==> src/hw/rtl/kcsg_pkg.sv <==
`default_nettype none

package kcsg_pkg;

  // Command classes written by the front end into the command queue.
  typedef enum logic [0:0] {
    CMD_ADVANCE = 1'b0,
    CMD_RESTART = 1'b1
  } cmd_t;

  // Configuration register indexes (word addresses).
  localparam logic [2:0] REG_START_X       = 3'd0;
  localparam logic [2:0] REG_START_Y       = 3'd1;
  localparam logic [2:0] REG_CURVE_LENGTH  = 3'd2;
  localparam logic [2:0] REG_CURVE_DEPTH   = 3'd3;
  localparam logic [2:0] REG_START_SEXTANT = 3'd4;

  // One emitted segment.
  typedef struct packed {
    logic [31:0] from_x;
    logic [31:0] from_y;
    logic [31:0] to_x;
    logic [31:0] to_y;
    logic        last;
  } result_t;

  // Request from the walker to the step setup unit.
  typedef struct packed {
    logic        start;
    logic [31:0] length;
    logic [3:0]  depth;
  } setup_req_t;

  // Response from the step setup unit.
  typedef struct packed {
    logic        done;
    logic [31:0] step_full;
    logic [31:0] step_height;
  } setup_rsp_t;

  typedef enum logic [1:0] {
    WK_READY,
    WK_SETUP,
    WK_FIRST
  } walk_state_t;

  typedef enum logic [2:0] {
    SU_IDLE,
    SU_DIV,
    SU_SQUARE,
    SU_TRIPLE,
    SU_ROOT,
    SU_DONE
  } setup_state_t;

endpackage

`default_nettype wire

==> src/hw/rtl/kcsg_setup.sv <==
`default_nettype none

module kcsg_setup
  import kcsg_pkg::*;
(
  input  wire logic       clk,
  input  wire logic       rst,
  input  wire setup_req_t req,
  output setup_rsp_t      rsp
);

  // Reciprocal of three: (n * THIRD_RECIP) >> 33 is floor(n / 3) for any 32-bit n.
  localparam logic [31:0] THIRD_RECIP = 32'hAAAA_AAAB;

  setup_state_t state;
  setup_state_t state_next;

  logic [4:0]  cnt;
  logic [31:0] quo;
  logic [63:0] third_prod;
  logic [63:0] prod;
  logic [63:0] rad;
  logic [63:0] root;
  logic [63:0] bitm;
  logic [63:0] root_sum;

  assign third_prod = {32'd0, quo} * {32'd0, THIRD_RECIP};
  assign root_sum   = root + bitm;

  // Next state. The walker only starts a setup for a nonzero depth, so the
  // divide counter never starts at zero.
  always_comb begin
    state_next = state;
    unique case (state)
      SU_IDLE:   if (req.start) state_next = SU_DIV;
      SU_DIV:    if (cnt == 5'd1) state_next = SU_SQUARE;
      SU_SQUARE: state_next = SU_TRIPLE;
      SU_TRIPLE: state_next = SU_ROOT;
      SU_ROOT:   if (cnt == 5'd31) state_next = SU_DONE;
      SU_DONE:   state_next = SU_IDLE;
      default:   state_next = SU_IDLE;
    endcase
  end

  // Outputs.
  always_comb begin
    rsp.done        = (state == SU_DONE);
    rsp.step_full   = quo;
    rsp.step_height = 32'(root >> 1);
  end

  always_ff @(posedge clk) begin
    if (rst) begin
      state <= SU_IDLE;
    end else begin
      state <= state_next;
    end
  end

  // Divide by a power of three as one exact divide by three per depth
  // level, then square, triple and a one-bit-per-cycle integer square root.
  always_ff @(posedge clk) begin
    unique case (state)
      SU_IDLE: begin
        quo <= req.length;
        cnt <= {1'b0, req.depth};
      end
      SU_DIV: begin
        quo <= {1'b0, third_prod[63:33]};
        cnt <= cnt - 5'd1;
      end
      SU_SQUARE: begin
        prod <= {32'd0, quo} * {32'd0, quo};
      end
      SU_TRIPLE: begin
        rad  <= (prod << 1) + prod;
        root <= '0;
        bitm <= 64'h4000_0000_0000_0000;
        cnt  <= '0;
      end
      SU_ROOT: begin
        if (rad >= root_sum) begin
          rad  <= rad - root_sum;
          root <= (root >> 1) + bitm;
        end else begin
          root <= root >> 1;
        end
        bitm <= bitm >> 2;
        cnt  <= cnt + 5'd1;
      end
      SU_DONE: begin
      end
      default: begin
      end
    endcase
  end

endmodule

`default_nettype wire

==> config.mk <==
export PLATFORM = sky130hd
export DESIGN_NAME = kcsg_setup
export DESIGN_NICKNAME = d
export VERILOG_FILES = /design/src/hw/rtl/kcsg_pkg.sv /design/src/hw/rtl/kcsg_setup.sv
export SDC_FILE = /design/constraint.sdc
export NUM_CORES = 2
export LEC_CHECK = 0
export BUFFER_PORTS_ARGS = -buffer_cell sky130_fd_sc_hd__buf_2
export CAP_MARGIN = 10
export CORE_MARGIN = 2
export CORE_UTILIZATION = 45
export CTS_BUF_LIST = sky130_fd_sc_hd__clkbuf_16
export CTS_CLUSTER_DIAMETER = 200
export DETAILED_ROUTE_END_ITERATION = 10
export PLACE_DENSITY = 0.65
export SLEW_MARGIN = 25
export SYNTH_ARGS = -nofsm -noshare
export SYNTH_HDL_FRONTEND = slang
export SYNTH_SLANG_ARGS = --single-unit
==> constraint.sdc <==
create_clock -name clk -period 11.1 [get_ports clk]
set_input_delay 3.33 -clock clk [delete_from_list [all_inputs] [get_ports clk]]
set_output_delay 3.33 -clock clk [all_outputs]
set_load 0.02 [all_outputs]
-- After elaboration in Yosys (flattened, before gate mapping)
Index checks and enable logic that the tools add are counted.
- ROM bits: 0
- output and inout bits: 65
- latch bits: 0
- memory bits (writable): 0
- memories kept: 0
- word-level logic and storage cells: 44
- bits in registers: 296
- mux-type cells: 11
- shift-type cells: 0
- equal/unequal tests: 11
- order comparisons: 1
- reductions and logical operators: 6
- $mul: 2
- add/sub/neg operators: 6
- div/mod/pow operators: 0
- bitwise gates (word level): 0
- operator list (cell ; count):
    case mux 64 bit (2 select lines) ; 3
    adder 64 bit ; 2
    two-way mux 64 bit ; 2
    adder 63 x 64 -> 64 bit ; 1
    greater-or-equal comparator 64 bit ; 1
    multiplier 32 x 32 -> 64 bit ; 1
    multiplier 32 x 32 -> 64 bit, second input constant ; 1
    case mux 32 bit (2 select lines) ; 1
    subtractor 64 bit ; 1
    case mux 5 bit (4 select lines) ; 1
    case mux 3 bit (5 select lines) ; 1
    two-way mux 3 bit ; 3
    inequality test 2 bit, second input constant ; 4
    == test 3 x 2 -> 1 bit, second input constant ; 2
    == test 3 bit, second input constant ; 2
    adder 5 x 1 -> 5 bit, second input constant ; 1
    == test 5 x 1 -> 1 bit, second input constant ; 1
    == test 5 bit, second input constant ; 1
    subtractor 5 x 1 -> 5 bit, second input constant ; 1
    nonzero test 2 bit ; 2
    nonzero test 4 bit ; 1
    == test 3 x 1 -> 1 bit, second input constant ; 1
    zero test 3 bit ; 1
    AND reduction 3 bit ; 1
    AND reduction 2 bit ; 1

-- Longest topological paths before layout
- depth in word-level cells: 4
- mapped depth: 32
- depth with buffers taken out: 29

-- Least setup slack after synthesis
No wires, ideal clock.
- kind: reg2reg
- from: reg quo[13]
- to: reg prod[61], data pin
- slack: 2.834 ns
- buffers on the path: 3
- cell stages (with the launch flop): 31
- clock period less this slack: 8.266 ns
- data arrival time: 8.004 ns
- library setup time: 0.262 ns
- path through: edfxtp_1 -> clkbuf_1 -> inv_1 -> buf_1 -> nor2_1 -> fa_1 -> inv_1 -> fa_1 -> inv_1 -> fa_1 -> inv_1 -> fa_1 -> inv_1 -> fa_1 -> fa_1 -> fa_1 -> inv_1 -> fa_1 -> inv_1 -> ha_1 -> clkbuf_1 -> nand4_1 -> nor4_1 -> nand2_1 -> a2111oi_0 -> nor3_1 -> o31ai_1 -> a221o_1 -> nand3_1 -> o21ai_1 -> xor2_1
- cells in the longest elaborated chain, start to end: 1
- RTL lines (element ; line ; text):
    from (decl) ; kcsg_setup.sv:19 ; logic [31:0] quo;
    from (signal assigned) ; kcsg_setup.sv:65 ; quo <= req.length;
    from (signal assigned) ; kcsg_setup.sv:69 ; quo <= {1'b0, third_prod[63:33]};
    multiplier 32 x 32 -> 64 bit ; kcsg_setup.sv:73 ; prod <= {32'd0, quo} * {32'd0, quo};
    to (signal assigned) ; kcsg_setup.sv:73 ;
    to (decl) ; kcsg_setup.sv:21 ; logic [63:0] prod;
No other way between the ends.
A chain may end at the register's enable or synchronous reset.

-- Worst setup path in the final report
- from: reg quo[12]
- to: reg quo[30], data pin
- cells in the longest elaborated chain, start to end: 2
- RTL lines (element ; line ; text):
    multiplier 32 x 32 -> 64 bit ; kcsg_setup.sv:27 ; assign third_prod = {32'd0, quo} * {32'd0, THIRD_RECIP};
    case mux 32 bit (2 select lines) ; kcsg_setup.sv:63 ; unique case (state)
No other way between the ends.

==> impl_metrics.yaml <==
place:
  gp_congestion: 0.950
  io_buffers: 103
  place_hpwl_um: 159000
detailed_routing:
  vias: 50100
  drt-total-wl_um: 192000
  drt-pass1-iter-count: 8
  post_drt_wl_per_cell_um: 21.0
  ant_nets: 0
  post_drt_via_cell_ratio: 5.49
  dr.first_iter.drc_count: 3456
  route.detailed.drc: 0
synthesis:
  netlist_area_sq_um: 66900
  synth_edf_count: 260
  avgSynthCellArea_sq_um: 9.24
  synth_flop_cell: "edfxtp_1"
  syn_nets: 9288
  ys_ff_latch: 263
  yosys_warnings: 0
  synth.distinct_cells: 86
  ys_seq_area_share_pct: 11.8
  netlist_top_cells_area: "fa_1 (35%), ha_1 (16%), edfxtp_1 (12%)"
  async_flop_share_pct: 0
  post_synth_inst_count: 7241
  synth_top_cell_by_area: "fa_1"
  yosysTopAreaCellShare_pct: 35.1
setup_path:
  cp_slowest_stage_delay_ns: 0.74
  cp_top_family: "adder cells"
  worstPathMaxFanout: 36
  crit_required_ns: 11.46
  cp_slowest_cell: "edfxtp_1"
  start_kind: "flip-flop"
  criticalPathCategory: "flip-flop to flip-flop"
  crit_arrival_ns: 10.25
  path_buf_inv: 7
  crit_path_end_kind: "flip-flop"
timing:
  whs_ns: 0.599
  slew_headroom_pct: 26.2
  setup_viol: 0
  setup-tns-final_ns: 0
  timing.final.crit_share_pct: 89.1
  finalHoldViolCount: 0
  rsz0062_at_grt: "no"
  fin_skew_ns: 0.0376
  finalCriticalPeriod_ns: 9.89
  tightest_slew_ns: 1.10
  slew_viol_final: 0
  fmax_mhz: 101
finish:
  most-common-layout-cells: "inv_1 (1640), fa_1 (1175), ha_1 (833)"
  final_layout_size_suffix_gt1_share_pct: 4.32
  diodes: 0
  fin_util_pct: 47.8
  layout_commonest_cell: "inv_1"
  fillCellCount: 13800
  areaGrowthSynthToFinish_pct: 5.36
  final_nets: 9221
clock_tree:
  h-tree-depth: 2
  clkSinkCount: 263
  tritoncts: "yes"
  clk_latency_ns: 0.62
  cts_max_path_buffers: 3
  cts_root_buffer: "clkbuf_16"
  clk_pin_slew_ns: 0.07
  hold_buffers: 0
  post_cts_resized: 0
  post_cts_buffers: 0
  cts_made_buffers: 37
floorplan:
  die_area_sq_um: 152000
  fp.dieH_um: 390
  die_x_um: 390
  core_sq_um: 148000
  start_util_pct: 45.3
  pin_count: 104
  row_count: 141
grt:
  overflow: 0
  grt_util_all_layers_pct: 25.7
  grt_pass1_vias: 53900
  grt_first_pass_wirelength_um: 303000
  grt_max_degree: 80
  antenna_found_initial: 3
status:
  status: "finished clean"
worst_hold_path:
  hold_path_class: "flip-flop to flip-flop"
run:
  maxCapViolCount: 0
[final timing paths]
| kind | start | end | slack, ns | cells past startpoint |
|---|---|---|---|---|
| setup / recovery | quo[12] | quo[30] | 1.21 | 28 |
| hold / removal | bitm[62] | bitm[60] | 0.60 | 1 |
| setup reg to reg | quo[12] | quo[30] | 1.21 | 28 |
| hold reg to reg | bitm[62] | bitm[60] | 0.60 | 1 |
[worst reg2reg max path, delay by kind of cell (launching register included)]
kind	cells	cell delay (ns)
and+or+nand+nor	5	1.88
AOI/OAI and AO/OA	6	1.51
buffers and inverters	7	1.01
DFF	1	0.74
xor gates and xnor gates	1	0.64
adders and majority gates	9	3.87
[through the flow]
step	worst slack [ns]	cell area (sq um)	instances
global route	0.859	70500	9132
detailed placement	1.35	69300	9065
global placement	1.30	69200	9064
CTS	1.28	70500	9132
finish	1.21	70500	9132
floorplan	2.83	66900	7241
[cell usage after synthesis, types with 32 or more instances]
cell type and n:
inv_1 1636, fa_1 1175, ha_1 833, nand2_1 555
nor2_1 414, a21oi_1 345, edfxtp_1 260, o21ai_0 234
clkbuf_1 217, xnor2_1 199, xor2_1 178, a21o_1 169
and2_1 121, nand4_1 102, a31oi_1 82, o21bai_1 58
nand3_1 57, a31o_2 44, a211oi_1 43, nor2b_1 43
and3_1 35, nor3_1 33, buf_4 32
[flip-flops by register name (all words and copies together) (netlist names)]
register,cells
quo,32
cnt,5
state,3
bitm,32
root,64
prod,63
rad,64
[final cells by class]
class | count | area (sq um) | share of cell area [%]
Clock buffer | 38 | 951 | 1.35
Tap cell | 1930 | 2410 | 3.42
Inverter | 1650 | 6200 | 8.79
Sequential cell | 263 | 7870 | 11.2
Multi-Input combinational cell | 5055 | 51800 | 73.4
Timing Repair Buffer | 167 | 1020 | 1.44
Clock inverter | 29 | 310 | 0.440
[per-layer routing]
| layer | routed length (um) | GRT usage [%] | vias to the layer above |
|---|---|---|---|
| li1 | - | - | 23000 |
| met2 | 87700 | 41.9 | 1836 |
| met4 | 8710 | 9.97 | 2 |
| met3 | 15100 | 5.09 | 386 |
| met1 | 80200 | 33.9 | 24900 |
| met5 | 13 | 0 | - |
[cells by family (layout without fill, tap and decap cells)]
family | Yosys count | after routing | synth area share [%]
AND/OR/NAND/NOR | 1468 | 1468 | 10.1
adder cells (fa/ha/maj) | 2009 | 2009 | 50.7
XOR/XNOR | 377 | 377 | 4.93
buffers and inverters | 1923 | 1884 | 11.0
flip-flops | 263 | 263 | 11.8
other | 1 | 1 | 0.00560
multiplexers | 15 | 15 | 0.228
AO/OA/AOI/OAI | 1185 | 1185 | 11.3
Power is not shown: default switching activity piles up to over one toggle a cycle in this logic, so the estimate is an artifact.
