--- src/hw/rtl/kcsg_fifo.sv ---
`default_nettype none

module kcsg_fifo #(
  parameter int W     = 1,
  parameter int DEPTH = 2
) (
  input  wire logic         clk,
  input  wire logic         rst,
  input  wire logic         push,
  input  wire logic [W-1:0] wr_data,
  output logic              full,
  input  wire logic         pop,
  output logic [W-1:0]      rd_data,
  output logic              empty
);

  localparam int AW = (DEPTH > 1) ? $clog2(DEPTH) : 1;
  localparam int CW = $clog2(DEPTH + 1);

  logic [W-1:0]  mem [DEPTH];
  logic [AW-1:0] wr_ptr;
  logic [AW-1:0] rd_ptr;
  logic [CW-1:0] count;
  logic          do_push;
  logic          do_pop;

  assign full    = (count == CW'(DEPTH));
  assign empty   = (count == '0);
  assign do_push = push && !full;
  assign do_pop  = pop && !empty;
  assign rd_data = mem[rd_ptr];

  // Storage is written at the tail only.
  always_ff @(posedge clk) begin
    if (do_push) begin
      mem[wr_ptr] <= wr_data;
    end
  end

  // Pointers wrap at the queue depth; the count tracks occupancy.
  always_ff @(posedge clk) begin
    if (rst) begin
      wr_ptr <= '0;
      rd_ptr <= '0;
      count  <= '0;
    end else begin
      if (do_push) begin
        wr_ptr <= (wr_ptr == AW'(DEPTH - 1)) ? '0 : wr_ptr + AW'(1);
      end
      if (do_pop) begin
        rd_ptr <= (rd_ptr == AW'(DEPTH - 1)) ? '0 : rd_ptr + AW'(1);
      end
      if (do_push && !do_pop) begin
        count <= count + CW'(1);
      end else if (do_pop && !do_push) begin
        count <= count - CW'(1);
      end
    end
  end

endmodule

`default_nettype wire

--- config.mk ---
export PLATFORM = sky130hd
export DESIGN_NAME = kcsg_fifo
export DESIGN_NICKNAME = d
export VERILOG_FILES = /design/src/hw/rtl/kcsg_fifo.sv
export SDC_FILE = /design/constraint.sdc
export NUM_CORES = 1
export LEC_CHECK = 0
export BUFFER_PORTS_ARGS = -buffer_cell sky130_fd_sc_hd__buf_2
export CORE_AREA = 3 3 40 42
export DETAILED_ROUTE_END_ITERATION = 12
export DIE_AREA = 0 0 43 45
export GPL_ROUTABILITY_DRIVEN = 0
export GPL_TIMING_DRIVEN = 1
export HOLD_SLACK_MARGIN = 0.1
export RECOVER_POWER = 25
export SYNTH_ARGS = -nofsm -noshare
export SYNTH_HDL_FRONTEND = slang
export SYNTH_SLANG_ARGS = --single-unit
--- constraint.sdc ---
create_clock -name clk -period 1.8 [get_ports clk]
set_input_delay 0.09 -clock clk [delete_from_list [all_inputs] [get_ports clk]]
set_output_delay 0.09 -clock clk [all_outputs]
set_load 0.005 [all_outputs]
[Word-level counts from Yosys, hierarchy flattened]
Memories as Yosys holds them, arrays and structs flattened. A register that Yosys moved wholly into a read port is not among the register bits.
Index checks and enable logic that the tools add are counted.
Word-level totals
  register bits: 4
  bits in writable memories: 2
  bits of input ports: 5
  output and inout bits: 3
  logic and storage cells: 27
  memories: 1
Memories
  mem: depth 2, bits a word 1, rd ports 1, clocked after Yosys merged registers in 1, write ports 1, line 20  | logic [W-1:0] mem [DEPTH];
Operators by class
  add/sub/neg operators: 4
  equal/unequal tests: 1
  muxes and demuxes: 8
  reduce and logical (&&, ||, !) cells: 10
Operator list (count)
  $mux W1: 6
  $logic_and A1 B1 Y1: 4
  $logic_not A1 Y1: 4
  $mux W2: 2
  $add A1 B1 Y1 const B: 2
  $add A2 B1 Y2 const B: 1
  $eq A2 B2 Y1 const B: 1
  $logic_not A2 Y1: 1
  $reduce_bool A2 Y1: 1
  $sub A2 B1 Y2 const B: 1

[Longest topological paths before layout]
Gate-level depths: netlist of the first run.
  depth in word-level cells: 7
  mapped depth: 6
  mapped depth without buffers: 6

[Worst setup path before layout of the first run]
No wires, ideal clock.
  kind: reg2reg
  start point: reg count[1]
  end point: reg count[1]
  library setup time: 0.070 ns
  data arrival time: 1.351 ns
  data required time: 1.730 ns
  slack: 0.379 ns
  stages on the path, launching flop included: 6
  buffers on the path: 0
  clock period less this slack: 1.421 ns
  cells stage by stage: dfxtp_1 nor2b_2 nor2_1 ha_1 or3_1 a21oi_1
On the way
  word-level cells in the longest chain between the ends: 6
  elaborated cells between the ends (all ways): 15
  those cells by class: add/sub (2); eq/ne (1); mux (2); reduce/logical (10)
Ends and longest elaborated chain
  from (decl): line 23  | logic [CW-1:0] count;
  from (signal assigned): line 54  | count <= count + CW'(1);
  from (signal assigned): line 56  | count <= count - CW'(1);
  $eq A2 B2 Y1 (*): line 27  | assign full = (count == CW'(DEPTH));
  via full: line 11  | output logic full,
  $logic_not A1 Y1 (*): line 29  | assign do_push = push && !full;
  $logic_and A1 B1 Y1 (*): line 29
  $logic_not A1 Y1: line 55  | end else if (do_pop && !do_push) begin
  $logic_and A1 B1 Y1: line 55
  $reduce_bool A2 Y1 (no line)
The timed path passes the listed nets; every way through them passes the cells marked *. The select of a mux whose other input is x is not followed.
A chain may end at the register's enable or synchronous reset.

[Worst setup path after layout of the first run]
  start point: reg count[0]
  end point: reg count[1]
On the way
  word-level cells in the longest chain between the ends: 6
  elaborated cells between the ends (all ways): 15
  those cells by class: add/sub (2); eq/ne (1); mux (2); reduce/logical (10)
Ends and longest elaborated chain (line)
  $eq A2 B2 Y1 / $logic_not A2 Y1 (equally long branches): 27, 28
  $logic_not A1 Y1 (on tied branches): 29, 30
  $logic_and A1 B1 Y1 (on tied branches): 29, 30
  $logic_not A1 Y1 (on tied branches): 55, 53
  $logic_and A1 B1 Y1 (on tied branches): 55, 53
  $reduce_bool A2 Y1 (no line) / $mux W2 (equally long branches)
Several ways; a longest one is shown, not always the timed one. The select of a mux whose other input is x is not followed.

==> results of run 1 <==
## stage by stage
step	instances	util, %	worst slack (ns)
floorplan	28	-	0.379
global placement	50	26.7	0.261
detailed placement	50	26.7	0.281
CTS	56	30.3	0.264
global route	56	30.1	0.123
finish	56	30.1	0.293
## synthesized netlist by cell type
cell	number
nor2_1	5
xor2_1	3
o21ai_0	3
or3_1	2
nor2b_2	1
and2_1	1
edfxtp_1	2
inv_1	2
ha_1	1
mux2_2	1
dfxtp_1	5
a21oi_1	2
## area by class of cell
class                      instances  share of cell area [%]
clock buffer                       4                    6.80
multi-input combinational         19                    31.4
tap                               15                    4.85
inverter                           2                    1.94
sequential                         7                    41.4
timing repair buffer               9                    13.6
## final timing paths
kind | start | depth (start not counted) | end | slack [ns]
worst min-delay path | push | 4 | wr_ptr | 0.24
worst min register to register | wr_ptr | 2 | wr_ptr | 0.50
worst max-delay path | count[0] | 4 | count[1] | 0.29
worst max register to register | count[0] | 4 | count[1] | 0.29
## worst max-delay path: cells and delay by family (launching register included)
family	cells	cell delay (ns)
AOI/OAI and AO/OA	2	0.42
adders and majority gates	1	0.31
and+or+nand+nor	1	0.35
DFF	1	0.35
## metal layers
metal | vias to the layer above | wire (um) | share of wire, %
li1 | 119 | - | -
met1 | 94 | 187 | 39
met2 | 7 | 226 | 47
met3 | 0 | 67 | 14
met4 | 0 | 0 | 0
met5 | - | 0 | 0
## cell families (layout without fill, tap and decap cells)
kind of cell / Yosys count / after routing / synth area share, %
and+or+nand+nor: 9 / 9 / 16.0
buffers and inverters: 2 / 15 / 2.60
DFF: 7 / 7 / 55.4
muxes: 1 / 1 / 3.90
AOI/OAI and AO/OA: 5 / 5 / 8.66
xor gates and xnor gates: 3 / 3 / 9.09
adders and majority gates: 1 / 1 / 4.33
## where the power goes
part | internal (mW) | switching (mW) | leakage, nW | total [mW]
Sequential | 0.211 | 0.0330 | 0.0600 | 0.244
Combinational | 0.0979 | 0.0919 | 0.0947 | 0.190
Clock | 0.0845 | 0.0565 | 0.0150 | 0.141
Total | 0.394 | 0.181 | 0.170 | 0.575
==> key figures, run 1 <==
Run status
  – Outcome: completed

Worst setup path
  – CP Launch Type: register
  – Crit path required time: a little under 2 ns
  – Critical path fanouts, max: 5
  – CP arrival: about 1.7 ns
  – Crit end category: register
  – CP Cell Sequence: o21ai_0 > ha_1 > or3_1 > a21oi_1
  – Critical Path Slowest Stage Cell: dfxtp_1
  – Critical path's largest stage delay: 0.35 ns
  – Crit Path Class: reg -> reg

Drt
  – Post-route ant nets: 0
  – Remaining DRCs: 0
  – WL final: a little under 500 um
  – Routed WL per cell: 8.59 um
  – Iter 0 DRT Violations: 1
  – Vias/cell: ~4
  – Vias: 220
  – Drt first pass iters: 2

Power
  – Power per cell area: 1490 nW/um2
  – Maximum vdd drop: 480 uV
  – Static leakage: approximately 0.17 nW
  – Tot Pwr: between 0.5 and 0.6 mW

STA
  – Final setup TNS: 0 ns
  – # setup viols final: 0
  – Max Transition Viols Final: 0
  – Worst slew pin tran: about 0.3 ns
  – Headroom to the max-slew limit: roughly four fifths
  – RSZ-0062 raised after global routing: no
  – Final Cycle Share: a little over four fifths
  – Peak Freq: 0.664 GHz
  – Clock skew: slightly above 0.006 ns
  – Crit path time final: between 1.5 and 2 ns
  – Worst Hold Slack: around 0.24 ns
  – Final Hold Fails: 0

Clocking
  – Resized Gates After CTS: 0
  – CTS Buf Count: 3
  – Clk sink count: 7
  – Clk_lat worst skew: about 0.25 ns
  – CTS max path bufs: 2
  – CTS tree: built
  – Root buffer cell: clkbuf_4
  – Reg clk slew, reported paths: ~0.05 ns
  – Cts hold-fix bufs: 2
  – H-Tree Level Count: 1
  – Post-CTS Setup Inserts: 0

Logic synthesis
  – Top cell type's share of synthesized area: between 30 and 40%
  – Post-synth top area cell: dfxtp_1
  – Post-synthesis cell type count: 12
  – Synth warnings: 0
  – Seq/Total Area, Yosys: roughly 55%
  – Mapped Avg Cell Area: between 10 and 15 um2
  – Netlist area before placement: about 290 um2
  – Synthesis-stage register bit count: 7
  – Synthesized instance count: 28
  – Synth area leaders: dfxtp_1, edfxtp_1, xor2_1
  – Syn Nets: 34

Layout
  – Multi-input gate area: about 120 um2
  – Reg area: between 150 and 200 um2
  – Fillers: between 100 and 150
  – Layout cell share with drive strength beyond 1: 24.4%
  – N_diodes: 0
  – Cell area after layout: between 300 and 400 um2
  – Nets: 48
  – Area Growth Syn to Fin: 33.8%
  – Most frequent cells in the layout: nor2_1, dfxtp_1, buf_2

Floorplan
  – Die width: around 43 um
  – Total core area: about 1300 um2
  – Die Height: 45 um
  – Die area: between 1500 and 2000 um2
  – I/O pins: 8
  – Num rows: 13
  – Initial Util: between 20% and 30%

GRT
  – Antenna violations before repair: 0
  – First-pass GRT wire length: roughly 800 um
  – Vias in the first global route: 208
  – M1 GR Usage: under 10%
  – Top Usage Layer GRT: met2
  – Total GRT Usage: 6.35%
  – GRT met3 Usage: 7.17%
  – Global-route met2 utilization: approximately 9.0%
  – GR Overflow Total: 0
  – Largest net degree at the start of global routing: 6

Placed design
  – Port bufs: 7
  – DP Area: 343 um2

Min path
  – Hold crit path type: in -> reg

Run
  – Maxcap violations: 0
Note: power is estimated with default switching activity, not from simulation.
==> inputs of run 2 (changes only) <==
- clock period: 1.8 -> 1.38 ns (I/O delays scaled with it)
==> run 2 against run 1 <==
  * Clock skew rose by 0.0027 ns
  * Clock power increased by 30%
  * First-iteration DRC count up 100%
  * Die area unchanged
  * Total power increased by 62%
  * Routed wire length is 28% higher
  * Critical path type unchanged
==> key figures, run 2 (synthesis results as in run 1) <==
Drt
  – Post-route ant nets: 0 (unchanged)
  – Routed WL per cell: 10.1 um (was 8.59 um)
  – Iter 0 DRT Violations: 2 (was 1)
  – WL final: 617 um (was 481 um)
  – Drt first pass iters: 2 (unchanged)
  – Vias: 253 (was 220)
  – Remaining DRCs: 0 (unchanged)
  – Vias/cell: 4.15 (was 3.93)

STA
  – Peak Freq: 0.731 GHz (was 0.664 GHz)
  – Setup ws final: 0.0115 ns (was 0.293 ns)
  – # setup viols final: 0 (unchanged)
  – Worst slew pin tran: 0.199 ns (was 0.294 ns)
  – Clock skew: 0.00880 ns (was 0.00609 ns)
  – Final setup TNS: 0 ns (unchanged)
  – Max Transition Viols Final: 0 (unchanged)
  – Headroom to the max-slew limit: 86.7% (was 80.2%)
  – Final Hold Fails: 0 (unchanged)
  – Worst Hold Slack: 0.230 ns (was 0.238 ns)
  – RSZ-0062 raised after global routing: yes (was no)
  – Crit path time final: 1.37 ns (was 1.51 ns)
  – Final Cycle Share: 99.2% (was 83.7%)

Layout
  – N_diodes: 0 (unchanged)
  – Fillers: 138 (was 146)
  – Nets: 53 (was 48)
  – Commonest non-fill, non-tap cell in the layout: buf_2
  – Post-Layout Cell Count: 61 (was 56)
  – Area Growth Syn to Fin: 57.6% (was 33.8%)
  – Most frequent cells in the layout: buf_2, buf_4, nor2_1 (was nor2_1, dfxtp_1, buf_2)
  – Utilization after layout: 35.4% (was 30.1%)
  – Cell area after layout: 455 um2 (was 387 um2)
  – Layout cell share with drive strength beyond 1: 47.8% (was 24.4%)

Worst setup path
  – Critical path's largest stage delay: 0.34 ns (was 0.35 ns)
  – Crit end category: register (unchanged)
  – CP arrival: 1.54 ns (was 1.69 ns)
  – R2r setup slk: 0.01 ns (was 0.29 ns)
  – CP Launch Type: register (unchanged)
  – Critical Path Slowest Stage Cell: dfxtp_2 (was dfxtp_1)
  – Crit Path Class: reg -> reg (unchanged)
  – CP Cell Sequence: nor2b_4 > nor2_2 > ha_4 > xor2_1 > or3_1 > a21oi_2 (was o21ai_0 > ha_1 > or3_1 > a21oi_1)
  – Crit path required time: 1.56 ns (was 1.98 ns)
  – Critical path fanouts, max: 3 (was 5)

Run status
  – Outcome: completed (unchanged)

GRT
  – First-pass GRT wire length: 1010 um (was 814 um)
  – Total GRT Usage: 7.87% (was 6.35%)
  – Antenna violations before repair: 0 (unchanged)
  – GR Overflow Total: 0 (unchanged)
  – Vias in the first global route: 271 (was 208)
  – Largest net degree at the start of global routing: 6 (unchanged)

Placed design
  – Pre-CTS WS: -0.0287 ns (was 0.281 ns)
  – Placed Cells: 54 (was 50)
  – DP Area: 380 um2 (was 343 um2)
  – Port bufs: 7 (unchanged)
  – Post-DP HPWL: roughly 480 um

Run
  – Maxcap violations: 0 (unchanged)

Floorplan
  – Die width: 43 um (unchanged)
  – I/O pins: 8 (unchanged)
  – Total core area: 1280 um2 (unchanged)
  – Die Height: 45 um (unchanged)
  – Num rows: 13 (unchanged)
  – Initial Util: 22.5% (unchanged)
  – Die area: 1940 um2 (unchanged)

Power
  – Power per cell area: 2050 nW/um2 (was 1490 nW/um2)
  – Maximum vdd drop: 679 uV (was 480 uV)
  – Static leakage: 0.201 nW (was 0.170 nW)
  – Tot Pwr: 0.932 mW (was 0.575 mW)

Clocking
  – CTS Buf Count: 3 (unchanged)
  – Root buffer cell: clkbuf_4 (unchanged)
  – Clk_lat worst skew: 0.25 ns (about the same)
  – CTS max path bufs: 2 (unchanged)
  – CTS tree: built (unchanged)
  – Reg clk slew, reported paths: 0.05 ns (about the same)
  – Clk sink count: 7 (unchanged)
  – H-Tree Level Count: 1 (unchanged)

Min path
  – Hold crit path type: in -> reg (unchanged)
run 2: layout make-up:
class / count / area [um2] / share of cell area (%)
clock buffer: 4 / 26.3 / 5.77
inverter: 2 / 7.51 / 1.65
multi-input combinational: 19 / 149 / 32.7
sequential: 7 / 163 / 35.7
tap: 15 / 18.8 / 4.12
timing repair buffer: 14 / 91.3 / 20.1
run 2: critical path: cells and delay by family, from the launching register on:
kind	cells	cell delay [ns]
AO/OA/AOI/OAI	1	0.11
XOR/XNOR	1	0.15
adder cells (fa/ha/maj)	1	0.15
flip-flops	1	0.34
AND/OR/NAND/NOR	3	0.55
run 2: power breakdown:
part / switching [mW] / internal [mW] / leakage (nW)
Clock: 0.0733 / 0.110 / 0.0150
Combinational: 0.177 / 0.242 / 0.125
Sequential: 0.0471 / 0.281 / 0.0606
run 2: worst paths after layout:
path	start	end	cells after the start
max	count[1]	count[1]	6
min reg2reg	wr_ptr	wr_ptr	2
max reg2reg	count[1]	count[1]	6
min	push	wr_ptr	4
run 2: repair_timing:
item | 4_1_cts | 5_1_grt
cloned | 0 | 0
setup endpoints to repair | 1 | 1
pin swaps | 1 | 1
buffers inserted | 1 | 0
hold endpoints to repair | 7 | 0
resized for setup | 3 | 3
hold buffers | 2 | 0
run 2: per-layer routing:
layer | wire length (um) | global-route usage [%] | vias up
met5 | 0 | 0 | -
met4 | 0 | 1.81 | 0
met3 | 31 | 7.17 | 0
met2 | 333 | 13.5 | 4
met1 | 252 | 6.86 | 119
li1 | - | - | 130
==> inputs of run 3 (changes only) <==
- CELL_PAD_IN_SITES_DETAIL_PLACEMENT: unset -> 0
- CELL_PAD_IN_SITES_GLOBAL_PLACEMENT: unset -> 1
- PLACE_DENSITY_LB_ADDON: unset -> 0.1
==> run 3 against run 2 <==
  * The run now ends with setup timing left
  * Flip-flop and latch count is the same
  * Design area shrank 0.55%
  * Die area is the same
  * Sequential power shrank 2%
  * Critical path type unchanged
  * Largest cell class unchanged
  * Highest routed layer unchanged
==> key figures, run 3 (synthesis results as in run 1) <==
Worst setup path
  – Critical path's largest stage delay: 0.33 ns (was 0.34 ns)
  – CP arrival: 1.55 ns (was 1.54 ns)
  – Crit end category: register (unchanged)
  – Critical path fanouts, max: 3 (unchanged)
  – WP buf/inv: 0 (unchanged)
  – Launching point of the worst reg2reg path: count[1] (unchanged)
  – Critical Path Slowest Stage Cell: dfxtp_2 (unchanged)
  – Crit Path Class: reg -> reg (unchanged)
  – CP Cell Sequence: nor2b_4 > nor2_2 > ha_4 > or3_1 > a21oi_1 (was nor2b_4 > nor2_2 > ha_4 > xor2_1 > or3_1 > a21oi_2)
  – CP Launch Type: register (unchanged)
  – CP delay by family, top: simple AND/OR/NAND/NOR gates (unchanged)
  – Origin of the worst setup path: count[1] (unchanged)
  – Crit path required time: 1.55 ns (was 1.56 ns)

Min path
  – Hold crit path type: in -> reg (unchanged)
  – Worst Hold Launch: push (unchanged)

STA
  – Crit path time final: 1.38 ns (was 1.37 ns)
  – Headroom to the max-slew limit: 87.1% (was 86.7%)
  – RSZ-0062 raised after global routing: yes (unchanged)
  – # setup viols final: 1 (was 0)
  – Clock skew: 0.00599 ns (was 0.00880 ns)
  – Final Cycle Share: 100% (was 99.2%)
  – Worst slew pin tran: 0.194 ns (was 0.199 ns)
  – Final Hold Fails: 0 (unchanged)
  – Peak Freq: 0.724 GHz (was 0.731 GHz)
  – Setup ws final: -0.000746 ns (was 0.0115 ns)
  – Max Transition Viols Final: 0 (unchanged)
  – Final setup TNS: -0.000746 ns (was 0 ns)

Floorplan
  – Num rows: 13 (unchanged)
  – I/O pins: 8 (unchanged)
  – Total core area: 1280 um2 (unchanged)
  – Die Height: 45 um (unchanged)
  – Initial Util: 22.5% (unchanged)
  – Die area: 1940 um2 (unchanged)
  – Die width: 43 um (unchanged)

Run status
  – Failing checks: setup timing
  – Outcome: complete, but fails checks (was completed)

Drt
  – Routed WL per cell: 8.93 um (was 10.1 um)
  – Vias: 244 (was 253)
  – Drt first pass iters: 2 (unchanged)
  – Remaining DRCs: 0 (unchanged)
  – Post-route ant nets: 0 (unchanged)
  – Iter 0 DRT Violations: 3 (was 2)
  – Vias/cell: 4.00 (was 4.15)
  – WL final: 545 um (was 617 um)

Clocking
  – CTS Buf Count: 3 (unchanged)
  – Clk sink count: 7 (unchanged)
  – Clk_lat worst skew: 0.25 ns (about the same)
  – H-Tree Level Count: 1 (unchanged)
  – CTS max path bufs: 2 (unchanged)
  – CTS tree: built (unchanged)
  – Reg clk slew, reported paths: 0.06 ns (was 0.05 ns)
  – Root buffer cell: clkbuf_4 (unchanged)

Layout
  – Most frequent cells in the layout: buf_2, buf_4, nor2_1 (unchanged)
  – Layout cell share with drive strength beyond 1: 47.8% (unchanged)
  – Nets: 53 (unchanged)
  – Fillers: 119 (was 138)
  – Area Growth Syn to Fin: 56.7% (was 57.6%)
  – Commonest non-fill, non-tap cell in the layout: buf_2 (unchanged)
  – N_diodes: 0 (unchanged)

Power
  – Clock Power Share: 20.7% (was 19.7%)
  – Power per cell area: 2020 nW/um2 (was 2050 nW/um2)
  – Static leakage: 0.204 nW (was 0.201 nW)
  – Psw: 0.286 mW (was 0.298 mW)
  – Sw Share: 31.2% (was 31.9%)
  – Logic pwr share: 44.0% (was 45.0%)
  – Seq pwr share: 35.3% (about the same)
  – Maximum vdd drop: 649 uV (was 679 uV)
  – Int Power: 0.629 mW (was 0.634 mW)
  – Tot Pwr: 0.915 mW (was 0.932 mW)

Run
  – Maxcap violations: 0 (unchanged)

Placed design
  – Port bufs: 7 (unchanged)
  – Post-DP HPWL: 414 um (was 476 um)

GRT
  – Total GRT Usage: 6.88% (was 7.87%)
  – Largest net degree at the start of global routing: 6 (unchanged)
  – Antenna violations before repair: 0 (unchanged)
  – GR Overflow Total: 0 (unchanged)
  – First-pass GRT wire length: 876 um (was 1010 um)
  – Vias in the first global route: 238 (was 271)
## run 3: cell types whose count changed in the layout (fill, tap and decap cells not counted)
cell	previous run	this run
buf_2	6	7
o21ai_1	1	0
clkbuf_1	2	1
a21oi_2	1	0
a21oi_1	1	2
o21ai_0	1	2
## run 3: cell type report
type / count / area, um2 / share of cell area [%]
flip-flops and latches: 7 / 163 / 35.9
repair buffers: 14 / 92.6 / 20.4
multi-input cells: 19 / 145 / 32.0
well taps: 15 / 18.8 / 4.14
clock buffers: 4 / 26.3 / 5.80
inverters: 2 / 7.51 / 1.66
## run 3: worst paths after layout
check | to | slack (ns) | cells after the start
max | count[1] | -0.0007 | 5
min | wr_ptr | 0.22 | 4
max reg2reg | count[1] | -0.0007 | 5
min reg2reg | wr_ptr | 0.50 | 2
## run 3: worst min-delay path, cell delays in order
cell	delay (ns)
buf_2	0.07
inv_1	0.05
o21ai_0	0.17
a21oi_1	0.07
## run 3: per-layer routing
layer	track usage, %	vias up	share of wire [%]
li1	-	131	-
met2	10.2	8	47
met5	0	-	0
met4	7.23	0	0
met1	6.67	105	46
met3	3.59	0	6.6
## run 3: metrics by stage
step	setup WS [ns]	util (%)	cell area, um2	hold slack [ns]	std cells
global route	-0.0579	35.2	453	0.259	61
global placement	0.0324	29.6	380	0.259	54
floorplan	0.00953	-	297	0.131	28
CTS	0.0118	33.8	434	0.212	61
detailed placement	-0.0146	29.6	380	0.265	54
finish	-0.000746	35.2	453	0.224	61
## run 3: repair_timing
item	4_1_cts	5_1_grt
setup buffers	1	0
gates resized for setup	0	4
endpoints found under the hold margin	7	0
hold buffers	2	0
pin swaps	1	2
setup endpoints to repair	1	1
## run 3: power by group through the flow
stage          combinational (mW)  sequential, mW  clock (mW)
2_1_floorplan               0.194           0.326           0
3_3_place_gp                0.340           0.325           0
3_5_place_dp                0.347           0.327           0
4_1_cts                     0.379           0.318       0.194
5_1_grt                     0.451           0.330       0.201
6_report                    0.402           0.323       0.190
